==> src/sv/ssvc_pkg.sv <==
// Shared types and constants for the sample slot store.
// Word structs, configuration register map and reset values; no dependencies.
`default_nettype none

package ssvc_pkg;

  localparam logic [1:0] ACT_STORE   = 2'd0;
  localparam logic [1:0] ACT_RAW     = 2'd1;
  localparam logic [1:0] ACT_CHECKED = 2'd2;

  localparam int CFG_IDX_W = 3;

  localparam logic [CFG_IDX_W-1:0] CFG_SEND_INTERVAL       = 3'd0;
  localparam logic [CFG_IDX_W-1:0] CFG_INVALIDATE_INTERVAL = 3'd1;
  localparam logic [CFG_IDX_W-1:0] CFG_LOWER_LIMIT         = 3'd2;
  localparam logic [CFG_IDX_W-1:0] CFG_UPPER_LIMIT         = 3'd3;
  localparam logic [CFG_IDX_W-1:0] CFG_INVALID_SUBSTITUTE  = 3'd4;

  localparam logic [31:0]        RST_SEND_INTERVAL       = 32'd600;
  localparam logic [31:0]        RST_INVALIDATE_INTERVAL = 32'd900;
  localparam logic signed [31:0] RST_LOWER_LIMIT         = 32'sh8000_0000;
  localparam logic signed [31:0] RST_UPPER_LIMIT         = 32'sh7FFF_FFFF;
  localparam logic signed [31:0] RST_INVALID_SUBSTITUTE  = 32'sd65470464;

  typedef struct packed {
    logic [1:0]         action;
    logic [1:0]         slot;
    logic [31:0]        now;
    logic signed [31:0] sample;
  } in_word_t;

  typedef struct packed {
    logic               send_due;
    logic [1:0]         out_slot;
    logic signed [31:0] out_value;
    logic [31:0]        out_sample_time;
    logic [31:0]        previous_send_time;
    logic               last;
  } out_word_t;

  typedef struct packed {
    logic [31:0]        send_interval;
    logic [31:0]        invalidate_interval;
    logic signed [31:0] lower_limit;
    logic signed [31:0] upper_limit;
    logic signed [31:0] invalid_substitute;
  } cfg_t;

endpackage

`default_nettype wire

==> src/sv/ssvc_check.sv <==
// Validity check of one slot word for checked read-out.
// Depends on ssvc_pkg for the configuration struct.
`default_nettype none

module ssvc_check (
  input  var ssvc_pkg::cfg_t cfg,
  input  var logic               checked,
  input  var logic [31:0]        stale_edge,
  input  var logic signed [31:0] value,
  input  var logic [31:0]        sample_time,
  output var logic signed [31:0] value_chk
);
  import ssvc_pkg::*;

  logic bad;

  always_comb begin
    bad = (value < cfg.lower_limit) || (value > cfg.upper_limit) ||
          (stale_edge >= sample_time);
    value_chk = (checked && bad) ? cfg.invalid_substitute : value;
  end

endmodule

`default_nettype wire

==> src/sv/sample_slot_store_with_validity_check_unit.sv <==
// Sample slot store with send scheduling and raw or checked read-out.
// Store: result word registered at the accepting edge.
// Read-out: one result word per cycle while the output is not stalled, from the slot memory
// (one read port, registered read); the first word passes the read register, then the output
// register. Input is stalled until the final word is loaded. Reset loads configuration reset values
// and clears send state and per-slot valid bits at once. Depends on ssvc_pkg and ssvc_check.
`default_nettype none

module sample_slot_store_with_validity_check_unit #(
  parameter int SLOTS = 4
) (
  input  var logic                clk,
  input  var logic                rst_n,
  input  var logic                in_valid,
  output var logic                in_stall,
  input  var ssvc_pkg::in_word_t  in_word,
  output var logic                out_valid,
  input  var logic                out_stall,
  output var ssvc_pkg::out_word_t out_word,
  input  var logic                cfg_we,
  input  var logic [ssvc_pkg::CFG_IDX_W-1:0] cfg_index,
  input  var logic [31:0]         cfg_wdata
);
  import ssvc_pkg::*;

  localparam int IW = (SLOTS > 1) ? $clog2(SLOTS) : 1;

  typedef enum logic {S_IDLE, S_EMIT} state_t;

  function automatic logic [31:0] sub_sat(input logic [31:0] a, input logic [31:0] b);
    sub_sat = (a >= b) ? (a - b) : 32'd0;
  endfunction

  state_t             state_r;
  logic [IW-1:0]      idx_r;
  logic               out_valid_r;
  out_word_t          out_word_r;
  logic               due_r;
  logic               first_r;
  logic [31:0]        last_send_r;
  logic [31:0]        prev_r;
  logic [31:0]        stale_r;
  logic               checked_r;
  cfg_t               cfg_r;
  logic [SLOTS-1:0]   vld_r;
  logic               rvld_r;
  logic [63:0]        rdata_r;
  logic [63:0]        mem [SLOTS];

  logic               accept;
  logic               out_free;
  logic               is_store;
  logic               is_read;
  logic               slot_ok;
  logic [IW-1:0]      wr_addr;
  logic               rd_en;
  logic [IW-1:0]      rd_addr;
  logic               idx_last;
  logic               due_nxt;
  logic               load_out;
  logic signed [31:0] rd_value;
  logic [31:0]        rd_time;
  logic signed [31:0] value_chk;

  always_comb begin
    in_stall = (state_r != S_IDLE) || (out_valid_r && out_stall);
    accept   = in_valid && !in_stall;
    out_free = !out_valid_r || !out_stall;
    is_store = in_word.action == ACT_STORE;
    is_read  = (in_word.action == ACT_RAW) || (in_word.action == ACT_CHECKED);
    slot_ok  = 32'(in_word.slot) < SLOTS;
    wr_addr  = IW'(in_word.slot);
    idx_last = idx_r == IW'(SLOTS - 1);
    rd_en    = (accept && is_read) ||
               ((state_r == S_EMIT) && out_free && !idx_last);
    rd_addr  = (state_r == S_IDLE) ? '0 : idx_r + IW'(1);
    due_nxt  = first_r || due_r ||
               (last_send_r <= sub_sat(in_word.now, cfg_r.send_interval));
    load_out = ((state_r == S_IDLE) && accept && is_store) ||
               ((state_r == S_EMIT) && out_free);
    rd_value = rvld_r ? rdata_r[63:32] : 32'sd0;
    rd_time  = rvld_r ? rdata_r[31:0] : 32'd0;
  end

  ssvc_check u_check (
    .cfg         (cfg_r),
    .checked     (checked_r),
    .stale_edge  (stale_r),
    .value       (rd_value),
    .sample_time (rd_time),
    .value_chk   (value_chk)
  );

  always_ff @(posedge clk) begin
    if (accept && is_store && slot_ok) begin
      mem[wr_addr] <= {in_word.sample, in_word.now};
    end
    if (rd_en) begin
      rdata_r <= mem[rd_addr];
    end
  end

  always_ff @(posedge clk) begin
    if (!rst_n) begin
      state_r                   <= S_IDLE;
      idx_r                     <= '0;
      out_valid_r               <= 1'b0;
      due_r                     <= 1'b0;
      first_r                   <= 1'b1;
      last_send_r               <= 32'd0;
      vld_r                     <= '0;
      rvld_r                    <= 1'b0;
      checked_r                 <= 1'b0;
      cfg_r.send_interval       <= RST_SEND_INTERVAL;
      cfg_r.invalidate_interval <= RST_INVALIDATE_INTERVAL;
      cfg_r.lower_limit         <= RST_LOWER_LIMIT;
      cfg_r.upper_limit         <= RST_UPPER_LIMIT;
      cfg_r.invalid_substitute  <= RST_INVALID_SUBSTITUTE;
    end else begin
      if (cfg_we) begin
        unique case (cfg_index)
          CFG_SEND_INTERVAL:       cfg_r.send_interval       <= cfg_wdata;
          CFG_INVALIDATE_INTERVAL: cfg_r.invalidate_interval <= cfg_wdata;
          CFG_LOWER_LIMIT:         cfg_r.lower_limit         <= cfg_wdata;
          CFG_UPPER_LIMIT:         cfg_r.upper_limit         <= cfg_wdata;
          CFG_INVALID_SUBSTITUTE:  cfg_r.invalid_substitute  <= cfg_wdata;
          default: ;
        endcase
      end

      if (load_out) begin
        out_valid_r <= 1'b1;
      end else if (out_valid_r && !out_stall) begin
        out_valid_r <= 1'b0;
      end

      if (rd_en) begin
        rvld_r <= vld_r[rd_addr];
      end

      unique case (state_r)
        S_IDLE: begin
          if (accept && is_store) begin
            if (slot_ok) begin
              vld_r[wr_addr] <= 1'b1;
            end
            if (first_r) begin
              last_send_r <= in_word.now;
            end
            due_r       <= due_nxt;
            out_word_r  <= '{send_due: due_nxt, out_slot: 2'd0, out_value: 32'sd0,
                             out_sample_time: 32'd0, previous_send_time: 32'd0,
                             last: 1'b1};
          end else if (accept && is_read) begin
            due_r       <= 1'b0;
            first_r     <= 1'b0;
            prev_r      <= last_send_r;
            last_send_r <= in_word.now;
            stale_r     <= sub_sat(in_word.now, cfg_r.invalidate_interval);
            checked_r   <= in_word.action == ACT_CHECKED;
            idx_r       <= '0;
            state_r     <= S_EMIT;
          end
        end
        S_EMIT: begin
          if (out_free) begin
            out_word_r  <= '{send_due: 1'b0, out_slot: 2'(idx_r), out_value: value_chk,
                             out_sample_time: rd_time, previous_send_time: prev_r,
                             last: idx_last};
            idx_r       <= idx_r + IW'(1);
            if (idx_last) begin
              state_r <= S_IDLE;
            end
          end
        end
        default: state_r <= S_IDLE;
      endcase
    end
  end

  assign out_valid = out_valid_r;
  assign out_word  = out_word_r;

  a_emit_blocks_input: assert property (@(posedge clk) disable iff (!rst_n)
    state_r == S_EMIT |-> in_stall)
    else $error("input taken during read-out");

  a_last_ends_readout: assert property (@(posedge clk) disable iff (!rst_n)
    state_r == S_EMIT && out_free && idx_last |=> state_r == S_IDLE)
    else $error("read-out still active after final word");

  a_mid_word_in_readout: assert property (@(posedge clk) disable iff (!rst_n)
    out_valid_r && !out_word_r.last |-> state_r == S_EMIT)
    else $error("non-final word outside read-out");

endmodule

`default_nettype wire
==> config.mk <==
export PLATFORM = sky130hd
export DESIGN_NAME = sample_slot_store_with_validity_check_unit
export DESIGN_NICKNAME = d
export VERILOG_FILES = /design/src/sv/ssvc_pkg.sv /design/src/sv/ssvc_check.sv /design/src/sv/sample_slot_store_with_validity_check_unit.sv
export SDC_FILE = /design/constraint.sdc
export NUM_CORES = 1
export LEC_CHECK = 0
export BUFFER_PORTS_ARGS = -buffer_cell sky130_fd_sc_hd__buf_2
export CAP_MARGIN = 30
export CORE_MARGIN = 4
export CORE_UTILIZATION = 55
export DETAILED_ROUTE_END_ITERATION = 10
export HOLD_SLACK_MARGIN = 0.05
export PLACE_DENSITY = 0.7
export SYNTH_ARGS = -nofsm -noshare
export SYNTH_HDL_FRONTEND = slang
export SYNTH_SLANG_ARGS = --single-unit
==> constraint.sdc <==
create_clock -name clk -period 12.3 [get_ports clk]
set_clock_uncertainty 0.05 [all_clocks]
set_input_delay 1.845 -clock clk [delete_from_list [all_inputs] [get_ports clk]]
set_output_delay 1.845 -clock clk [all_outputs]
set_load 0.02 [all_outputs]
; ---- Yosys cells after proc, flatten, opt, wreduce, memory -nomap -nowiden
; Memory sizes are Yosys's and may differ from the RTL's. A register that Yosys moved wholly into a read port is not among the register bits.
; Index checks and enable logic that the tools add are counted.
[word_totals]
register_bits = 368
ramBits = 256
inputBits = 108
output_inout_bits = 102
elab_cells = 120
mem_count = 1
[mem_list]
columns = memory, words, width, read_ports, rd_clocked_by_memory_dff, wr, line_no
row1 = mem, 4, 64, 1, 1, 1, sample_slot_store_with_validity_check_unit.sv:48  ; logic [63:0] mem [SLOTS];
[op_classes]
addsub = 3
order_cmp = 9
eq_ne = 12
n_mux = 30
bitwise = 3
reduce_logical = 40
[op_table]
columns = op, n
row1 = $mux W32, 7
row2 = $mux W100, 2
row3 = $pmux W100 S2, 1
row4 = $ge A32 B32 Y1, 3
row5 = $sub A32 B32 Y32, 2
row6 = $gt A32 B32 Y1, 1
row7 = $le A32 B32 Y1, 1
row8 = $lt A32 B32 Y1, 1
row9 = $reduce_and A2 Y1, 7
row10 = $mux W1, 12
row11 = $reduce_and A3 Y1, 4
row12 = $logic_and A1 B1 Y1, 11
row13 = $logic_or A1 B1 Y1, 9
row14 = $mux W2, 4
row15 = $eq A3 B2 Y1 const B, 2
row16 = $lt A2 B3 Y1 const B, 2
row17 = $ne A2 B2 Y1 const B, 3
row18 = $eq A2 B2 Y1 const B, 2
row19 = $logic_not A1 Y1, 4
row20 = $ne A2 B1 Y1 const B, 2
row21 = $or A4 B4 Y4, 1
row22 = $pmux W2 S2, 1
row23 = $reduce_and A4 Y1, 1
row24 = $reduce_bool A2 Y1, 2
row25 = 11 further kinds, 12

; ---- Logic depth before layout (Yosys ltp)
; Gate-level depths: netlist of run 1.
[depth]
ltp_word = 8
ltp_mapped = 24
ltp_nobuf = 23

; ---- Cells and area by module
; From an unflattened synthesis of run 1, not the netlist that was laid out.
[unflattened]
hier_cells = 3027
hier_area_um2 = 32720.1
[by_module_without_submodules]
columns = module, n_inst, cells_per_inst, area_per_inst_um2, seq_area_each_um2
row1 = sample_slot_store_with_validity_check_unit, 1, 2657, 29789.8, 18617.9
row2 = ssvc_check, 1, 370, 2930.3, 0.0

; ---- Least setup slack after synthesis of run 1
; No wires, ideal clock.
[synth_timing]
path_type = input-to-reg
startpoint = input port rst_n
endpoint = register out_word_r (netlist bit out_word[0]), enable pin
setup_time_ns = 0.711
arrival_ns = 9.576
required_time_ns = 11.539
setup_slack_ns = 1.964
path_stages = 3
path_buffers = 2
cell_sequence = clkbuf_1 > clkbuf_1 > a21boi_0
[synth_via]
elab_chain_cells = 1
[synth_rtl]
columns = element, line_no
row1 = from (decl), sample_slot_store_with_validity_check_unit.sv:13  ; input var logic rst_n,
row2 = $reduce_and A3 Y1 (no line), -
row3 = to (signal assigned), sample_slot_store_with_validity_check_unit.sv:151  ; out_word_r <= '{send_due: due_nxt, out_slot: 2'd0, out_value: 32'sd0,
row4 = to (signal assigned), sample_slot_store_with_validity_check_unit.sv:167  ; out_word_r <= '{send_due: 1'b0, out_slot: 2'(idx_r), out_value: value_chk,
row5 = to (decl), sample_slot_store_with_validity_check_unit.sv:37  ; out_word_t out_word_r;
; Every way passes these cells.
; A chain may end at the register's enable or synchronous reset.

; ---- Final worst setup path of run 1
[layout_timing]
startpoint = input port in_word[32] (netlist name)
endpoint = register out_word_r (netlist bit out_word[99]) (data pin)
[layout_via]
elab_chain_cells = 6
elab_cells_between_ends = 7
cone_classes = add/sub (1) / order compare (2) / mux (3) / reduce/logical (1)
[layout_rtl]
columns = element, line_no
row1 = from (decl), sample_slot_store_with_validity_check_unit.sv:16  ; input var ssvc_pkg::in_word_t in_word,
row2 = $sub A32 B32 Y32 / $ge A32 B32 Y1 (equally long branches), sample_slot_store_with_validity_check_unit.sv:31  ; sub_sat = (a >= b) ? (a - b) : 32'd0;
row3 = $mux W32 (*), sample_slot_store_with_validity_check_unit.sv:31
row4 = $le A32 B32 Y1 (*), sample_slot_store_with_validity_check_unit.sv:78  ; (last_send_r <= sub_sat(in_word.now, cfg_r.send_interval));
row5 = $logic_or A1 B1 Y1 (*), sample_slot_store_with_validity_check_unit.sv:77  ; due_nxt = first_r || due_r ||
row6 = $mux W100 (*), sample_slot_store_with_validity_check_unit.sv:143  ; if (accept && is_store) begin
row7 = $pmux W100 S2 (*), sample_slot_store_with_validity_check_unit.sv:141  ; unique case (state_r)
; Every way passes the cells marked *; elsewhere a longest branch is shown, timed or not. The select of a mux whose other input is x is not followed.

==> metrics.md, run 1 <==
| Metric | Value |
|---|---|
| Drt pass-1 iters | `7` |
| Achievable Freq | `152.1 MHz` |
| DRC Markers | `0` |
| Gpl congestion | `0.9801` |
| Htree depth | `3` |
| Comb pwr share | `10.1%` |
| Synthesized Nets | `3272` |
| CP required | `12750 ps` |
| R2R Setup Slk | `6770 ps` |
| Post-CTS Setup Bufs | `0` |
| Rows | `88` |
| Largest net degree at the start of global routing | `131` |
| Resized cells post-CTS | `0` |
| Area leader, netlist | `edfxtp_1` |
| Core ar. | `57920 sq um` |
| Hold crit path type | `flop to flop` |
| Post-synthesis mux area share | `1.115%` |
| Worst Setup Start Kind | `primary input` |
| Sw Pwr | `1344 uW` |
| Fin. Hold Viols | `0` |
| All-Layer GR Usage | `28.15%` |
| Seq/Total Area, Yosys | `57.60%` |
| Core Util, Final | `63.08%` |
| Main combinational cell family by area after synthesis | `simple AND/OR/NAND/NOR gates` |
| Final Setup Violations | `0` |
| Synthesized-area fraction occupied by adder cells | `7.633%` |
| Hold path startpoint | `vld_r[3]` |
| DP HPWL | `62.42 mm` |
| TritonCTS clock tree | `built` |
| Fin crit period | `6577 ps` |
| WHS Path Cells | `1` |
| Fin crit share | `53.47%` |
| Worst slew pin tran | `991.7 ps` |
| DRT Wirelength | `89.86 mm` |
| Synth area leaders | `edfxtp_1, dfxtp_1, nand2_1` |
| CTS clock-pin slew for the worst setup and hold paths | `60 ps` |
| Top-Level Pins | `210` |
| Power share of the sequential group | `48.8%` |
| Cts hold-fix bufs | `0` |
| Power Total | `5371 uW` |
| Clock power share | `41.1%` |
| MaxCap Viol Count | `0` |
| P&R area growth vs syn | `13.02%` |
| Max Slew Vio Count | `0` |
| CP startpoint | `in_word[32]` |
| Global-route wire length before repair | `135.7 mm` |
| Internal power | `4026 uW` |
| Die ar. | `62720 sq um` |
| Initial antenna violation count | `10` |
| Worst skew pair latency | `630 ps` |
| Post-synth top area share | `44.96%` |
| Post-place setup slack | `5195 ps` |
| CTS root buf | `clkbuf_16` |
| Die Height | `250.4 um` |
| Vias per std cell | `5.820` |
| Register bit total from synthesis | `688` |
| Vias | `23090` |
| CP endpoint kind | `flop` |
| Pwr/cell area | `147.0 nW/um^2` |
| Number of distinct library cells after synthesis | `76` |
| Unrepaired setup endpoints after global routing | `false` |
| PortBufs | `209` |
| Most common cell in the synthesized netlist | `nand2_1` |
| Setup tns final | `0 ps` |
| Initial DRC Count | `1753` |
| Worst reg2reg path depth | `12` |
| Sw frac | `25.03%` |
| Status | `finished clean` |
| Die width | `250.4 um` |
| Peak VDD IR | `0.1451 mV` |
| Leak pwr | `0.01394 uW` |
| Post-synthesis xor/xnor area fraction | `1.382%` |
| CTS Buffer Depth | `3` |
| Initial core utilization | `55.81%` |
| Grt total ovfl | `0` |
| YS warnings | `0` |
| Crit Path Max Fanout | `6` |
| Post-synthesis simple-gate area fraction | `15.01%` |
| Setup CP Type | `primary input to flop` |
| Compound-gate portion of the synthesized area | `13.54%` |
| Synth Instances | `2968` |
| Post-Synthesis Cell Area | `32320 sq um` |
| Setup slack after layout | `5723 ps` |
| Top_reg_cell synth | `edfxtp_1` |
| Post-layout net count | `3439` |
| Post-synth EDFFs | `484` |
| Final Instance Area | `36530 sq um` |
| Vias in the first global route | `22670` |
| FF-to-FF Start | `rvld_r` |
| Asr flop ratio synth | `0%` |
| CTS Sinks | `688` |
| Synth Area per Inst | `10.89 sq um` |
| Worst slew margin | `33.89%` |
| Top cells by instance count after synthesis | `nand2_1, edfxtp_1, dfxtp_1` |
| Total CTS buffers | `73` |
| Wire per inst | `22.65 um` |
| Fillers | `4602` |
| Critical path arrival | `7020 ps` |
| Share of layout cells above drive strength 1 | `12.61%` |
| Detail Route Antenna Nets | `0` |
| Placed cell area | `34080 sq um` |
==> power groups by stage <==
stage,registers [uW],clock network (uW),logic [uW]
floorplan,2670,0,330
global placement,2660,0,528
detailed placement,2670,0,541
CTS,2620,2240,544
global route,2620,2340,596
finish,2620,2210,544
==> final timing paths <==
path                                     end
worst max-delay path            out_word[99]
worst min register to register      vld_r[3]
worst max register to register  out_word[85]
worst min-delay path                vld_r[3]
==> area by class of cell <==
type / count / area (sq um) / area share [%]
diodes: 7 / 17.52 / 0.04795
clock buffers: 89 / 1917 / 5.247
clock inverters: 46 / 501.7 / 1.373
inverters: 154 / 578.1 / 1.582
multi-input cells: 1978 / 12600 / 34.48
flip-flops and latches: 688 / 18630 / 50.98
well taps: 765 / 957.2 / 2.620
repair buffers: 240 / 1339 / 3.664
==> per-layer routing <==
| metal | vias to the layer above | part of all wire (%) | global-route usage, % |
|---|---|---|---|
| met3 | 188 | 6.2 | 4.444 |
| met4 | 6 | 3.6 | 9.780 |
| met2 | 790 | 49 | 47.36 |
| met1 | 11190 | 42 | 37.45 |
| li1 | 10920 | - | - |
| met5 | - | 0.031 | 0 |
==> through the flow <==
stage	instances	hold WS, ps
6_report	3967	411.4
3_5_place_dp	3824	403.5
3_3_place_gp	3822	391.8
5_1_grt	3963	435.2
4_1_cts	3959	414.9
2_1_floorplan	2968	380.0
==> placed cells by master (no fill, tap or decap), types with 20 or more instances in the layout <==
cell type	n
xor2_1	23
nor2_1	74
nand4_1	35
mux2i_1	36
buf_2	208
o21ai_0	41
a21boi_0	150
a21oi_1	96
nor2b_1	84
a31oi_1	73
nand2_1	654
a211oi_1	69
clkbuf_16	73
xnor2_1	28
buf_4	28
o211ai_1	48
nand3_1	34
ha_1	194
and3_1	42
edfxtp_1	484
inv_1	153
and2_1	54
a21o_1	52
dfxtp_1	201
and2_2	20
==> cell families (layout without fill, tap and decap cells) <==
group | after synthesis | count (layout)
XOR/XNOR | 51 | 51
adder cells (fa/ha/maj) | 196 | 196
flip-flops | 688 | 688
AO/OA/AOI/OAI | 631 | 631
buffers and inverters | 302 | 529
multiplexers | 36 | 36
AND/OR/NAND/NOR | 1064 | 1064
other | 0 | 7
==> flip-flops by register name (all words and copies together), names as in the netlist, 2 cells and up <==
register	count
cfg_r	160
idx_r	2
last_send_r	32
mem	256
out_word	100
prev_r	32
rdata_r	64
stale_r	32
vld_r	4
==> critical path, cell delays in order <==
cell       delay, ps
buf_2            170
inv_1            110
ha_1             180
inv_1             60
fa_1             390
a21o_1           190
a21o_1           190
a2111oi_0        700
o21ai_1          210
a21oi_1          330
a311oi_1         320
a311oi_1         380
xnor2_1          160
nand2_1           80
ha_1             310
nand4_1          150
nor3_1           370
nand4_1          190
nor4_1           340
nor3_1            80
nor2_1           130
or2_2            130
No activity file was read; power rests on OpenSTA's default activity.
==> inputs of run 2 (changes only) <==
PLACE_DENSITY = 0.73   (was 0.7)
clock period = 5.3 ns   (was 12.3 ns; I/O delays follow)
==> run 2 against run 1 <==
Effect of this change:
- core utilization increased by 0.96 points
- hold slack lost 83 ps
- critical path depth is 4 higher
- routed wire length down 0.25%
- setup slack worse by 5400 ps
- global-route usage is 0.25 points lower
- cell count rose by 1.4%
- flip-flop and latch count unchanged
- register-to-register slack worse by 6400 ps
- combinational power increased by 140%
- cell area is 1.5% higher
- die area stayed put
- largest cell class unchanged
- largest power group unchanged
- highest routed layer unchanged
==> metrics.md, run 2 (synthesized netlist as in run 1, its figures left out) <==
| Metric | Value |
|---|---|
| Fin. Hold Viols | `0 (unchanged)` |
| PortBufs | `209 (unchanged)` |
| Commonest non-fill, non-tap cell in the layout | `nand2_1 (unchanged)` |
| Total CTS buffers | `73 (unchanged)` |
| CTS Sinks | `688 (unchanged)` |
| Top-Level Pins | `210 (unchanged)` |
| P&R area growth vs syn | `14.74% (was 13.02%)` |
| Achievable Freq | `200.8 MHz` |
| DRC Markers | `0 (unchanged)` |
| CP Buf/Inv Count | `5 (was 3)` |
| R2R Setup Slk | `410 ps (was 6770 ps)` |
| Fillers | `4528 (was 4602)` |
| Initial antenna violation count | `9 (was 10)` |
| Commonest cells after routing, fill and taps aside | `nand2_1, edfxtp_1, buf_2, dfxtp_1, ha_1 (unchanged)` |
| Max incr delay on CP | `380 ps (was 700 ps)` |
| Status | `finished clean (unchanged)` |
| Leak pwr | `0.01428 uW (was 0.01394 uW)` |
| Slowest-stage cell, CP | `fa_1 (was a2111oi_0)` |
| Max Slew Vio Count | `0 (unchanged)` |
| Area of the multi-input gates | `12610 sq um (was 12600 sq um)` |
| Worst slew margin | `34.67% (was 33.89%)` |
| Hold crit path type | `primary input to flop (was flop to flop)` |
| CP endpoint kind | `flop (unchanged)` |
| Wire per inst | `22.28 um (was 22.65 um)` |
| Gpl congestion | `0.9156 (was 0.9801)` |
| MaxCap Viol Count | `0 (unchanged)` |
| Rows | `88 (unchanged)` |
| Drt pass-1 iters | `7 (unchanged)` |
| Hold path startpoint | `in_word[23] (was vld_r[3])` |
| CP top delay family | `compound AO/OA/AOI/OAI gates (unchanged)` |
| DRT Wirelength | `89.63 mm (was 89.86 mm)` |
| Initial core utilization | `55.81% (unchanged)` |
| Core ar. | `57920 sq um (unchanged)` |
| TritonCTS clock tree | `built (unchanged)` |
| Vias in the first global route | `22690 (was 22670)` |
| CTS root buf | `clkbuf_16 (unchanged)` |
| Worst hold margin | `328.1 ps (was 411.4 ps)` |
| Setup tns final | `0 ps (unchanged)` |
| Grt total ovfl | `0 (unchanged)` |
| FF-to-FF Start | `cfg_r[128] (was rvld_r)` |
| Clock power share | `41.0% (was 41.1%)` |
| Sw frac | `25.00% (was 25.03%)` |
| Vias | `23490 (was 23090)` |
| Crit Path Max Fanout | `16 (was 6)` |
| CP required | `5620 ps (was 12750 ps)` |
| Worst hold endpoint | `mem[3][55] (was vld_r[3])` |
| Pwr/cell area | `338.0 nW/um^2 (was 147.0 nW/um^2)` |
| Largest register FFs | `256 (unchanged)` |
| Internal power | `9403 uW (was 4026 uW)` |
| Largest register by flop count | `mem (unchanged)` |
| Final Setup Violations | `0 (unchanged)` |
| Detail Route Antenna Nets | `0 (unchanged)` |
| Storage cell area | `18630 sq um (unchanged)` |
| Die width | `250.4 um (unchanged)` |
| Worst Setup Start Kind | `primary input (unchanged)` |
| All-Layer GR Usage | `27.90% (was 28.15%)` |
| Global-route wire length before repair | `135.6 mm (was 135.7 mm)` |
| Initial DRC Count | `2063 (was 1753)` |
| Comb pwr share | `10.6% (was 10.1%)` |
| Worst skew pair latency | `620 ps (was 630 ps)` |
| Setup CP Type | `primary input to flop (unchanged)` |
| Power share of the sequential group | `48.4% (was 48.8%)` |
| Share of layout cells above drive strength 1 | `14.37% (was 12.61%)` |
| WHS Path Cells | `1 (unchanged)` |
| Worst slew pin tran | `979.9 ps (was 991.7 ps)` |
| Fin crit share | `93.98%` |
| CTS Buffer Depth | `3 (unchanged)` |
| Vias per std cell | `5.839 (was 5.820)` |
| Post-CTS Setup Bufs | `0 (unchanged)` |
| Largest net degree at the start of global routing | `146 (was 131)` |
| Critical path arrival | `5300 ps (was 7020 ps)` |
| Peak VDD IR | `0.2931 mV (was 0.1451 mV)` |
| Die ar. | `62720 sq um (unchanged)` |
| R2R Path End | `out_word[99] (was out_word[85])` |
| CTS clock-pin slew for the worst setup and hold paths | `60 ps (about the same)` |
| Die Height | `250.4 um (unchanged)` |
| DP HPWL | `62.67 mm (was 62.42 mm)` |
| Fin crit period | `4981 ps` |
| Sw Pwr | `3135 uW (was 1344 uW)` |
| Post-layout net count | `3501 (was 3439)` |
| Worst reg2reg path depth | `24 (was 12)` |
| Unrepaired setup endpoints after global routing | `false (unchanged)` |
| Htree depth | `3 (unchanged)` |
[run 2: cell count changes in the layout (fill, tap and decap cells not counted), moves of 3 or more]
| cell | delta |
|---|---|
| buf_12 | +3 |
| buf_4 | +57 |
| clkinv_1 | -4 |
| diode_2 | -6 |
[run 2: power groups by stage]
stage	Clock [uW]	Sequential, uW	Combinational, uW
after floorplan	0	6190	766
after global placement	0	6180	1270
after detailed placement	0	6180	1310
after CTS	5210	6070	1320
after global routing	5460	6080	1450
final	5140	6070	1330
[run 2: area by class of cell]
class | instances | area share, %
antenna | 1 | 0.006747
clock buffer | 94 | 5.330
clock inverter | 41 | 1.238
inverter | 154 | 1.558
multi-input combinational | 1978 | 33.99
sequential | 688 | 50.22
tap | 765 | 2.581
timing repair buffer | 302 | 5.074
[run 2: what timing repair did]
action | in CTS | in global routing
gates resized for setup | 0 | 3
endpoints found under the setup margin | 0 | 2
hold buffers | 0 | 0
[run 2: per-stage QoR]
| step | std cells | utilization (%) | power [uW] | instance area (sq um) | setup slack (ps) |
|---|---|---|---|---|---|
| floorplan | 2968 | - | 6956 | 32330 | 366.1 |
| global placement | 3883 | 59.63 | 7448 | 34540 | -436.2 |
| detailed placement | 3886 | 59.76 | 7492 | 34610 | -477.8 |
| CTS | 4021 | 63.97 | 12600 | 37050 | 151.6 |
| global route | 4022 | 64.04 | 12990 | 37090 | 13.05 |
| finish | 4023 | 64.04 | 12540 | 37090 | 318.8 |
[run 2: routing by layer]
metal	vias up	global-route usage [%]	part of all wire (%)
li1	11020	-	-
met1	11470	39.04	43
met2	837	45.26	47
met3	154	3.935	6.8
met4	10	9.399	3.2
met5	-	0	0.073
[run 2: worst max-delay path by stage]
stage	end	depth (start not counted)	start
after floorplan	out_word[99]	24	in_word[32]
after global placement	out_word[99]	26	in_word[32]
after detailed placement	out_word[99]	26	in_word[32]
after CTS	out_word[99]	26	in_word[32]
after global routing	out_word[99]	24	in_word[32]
final	out_word[99]	26	in_word[32]
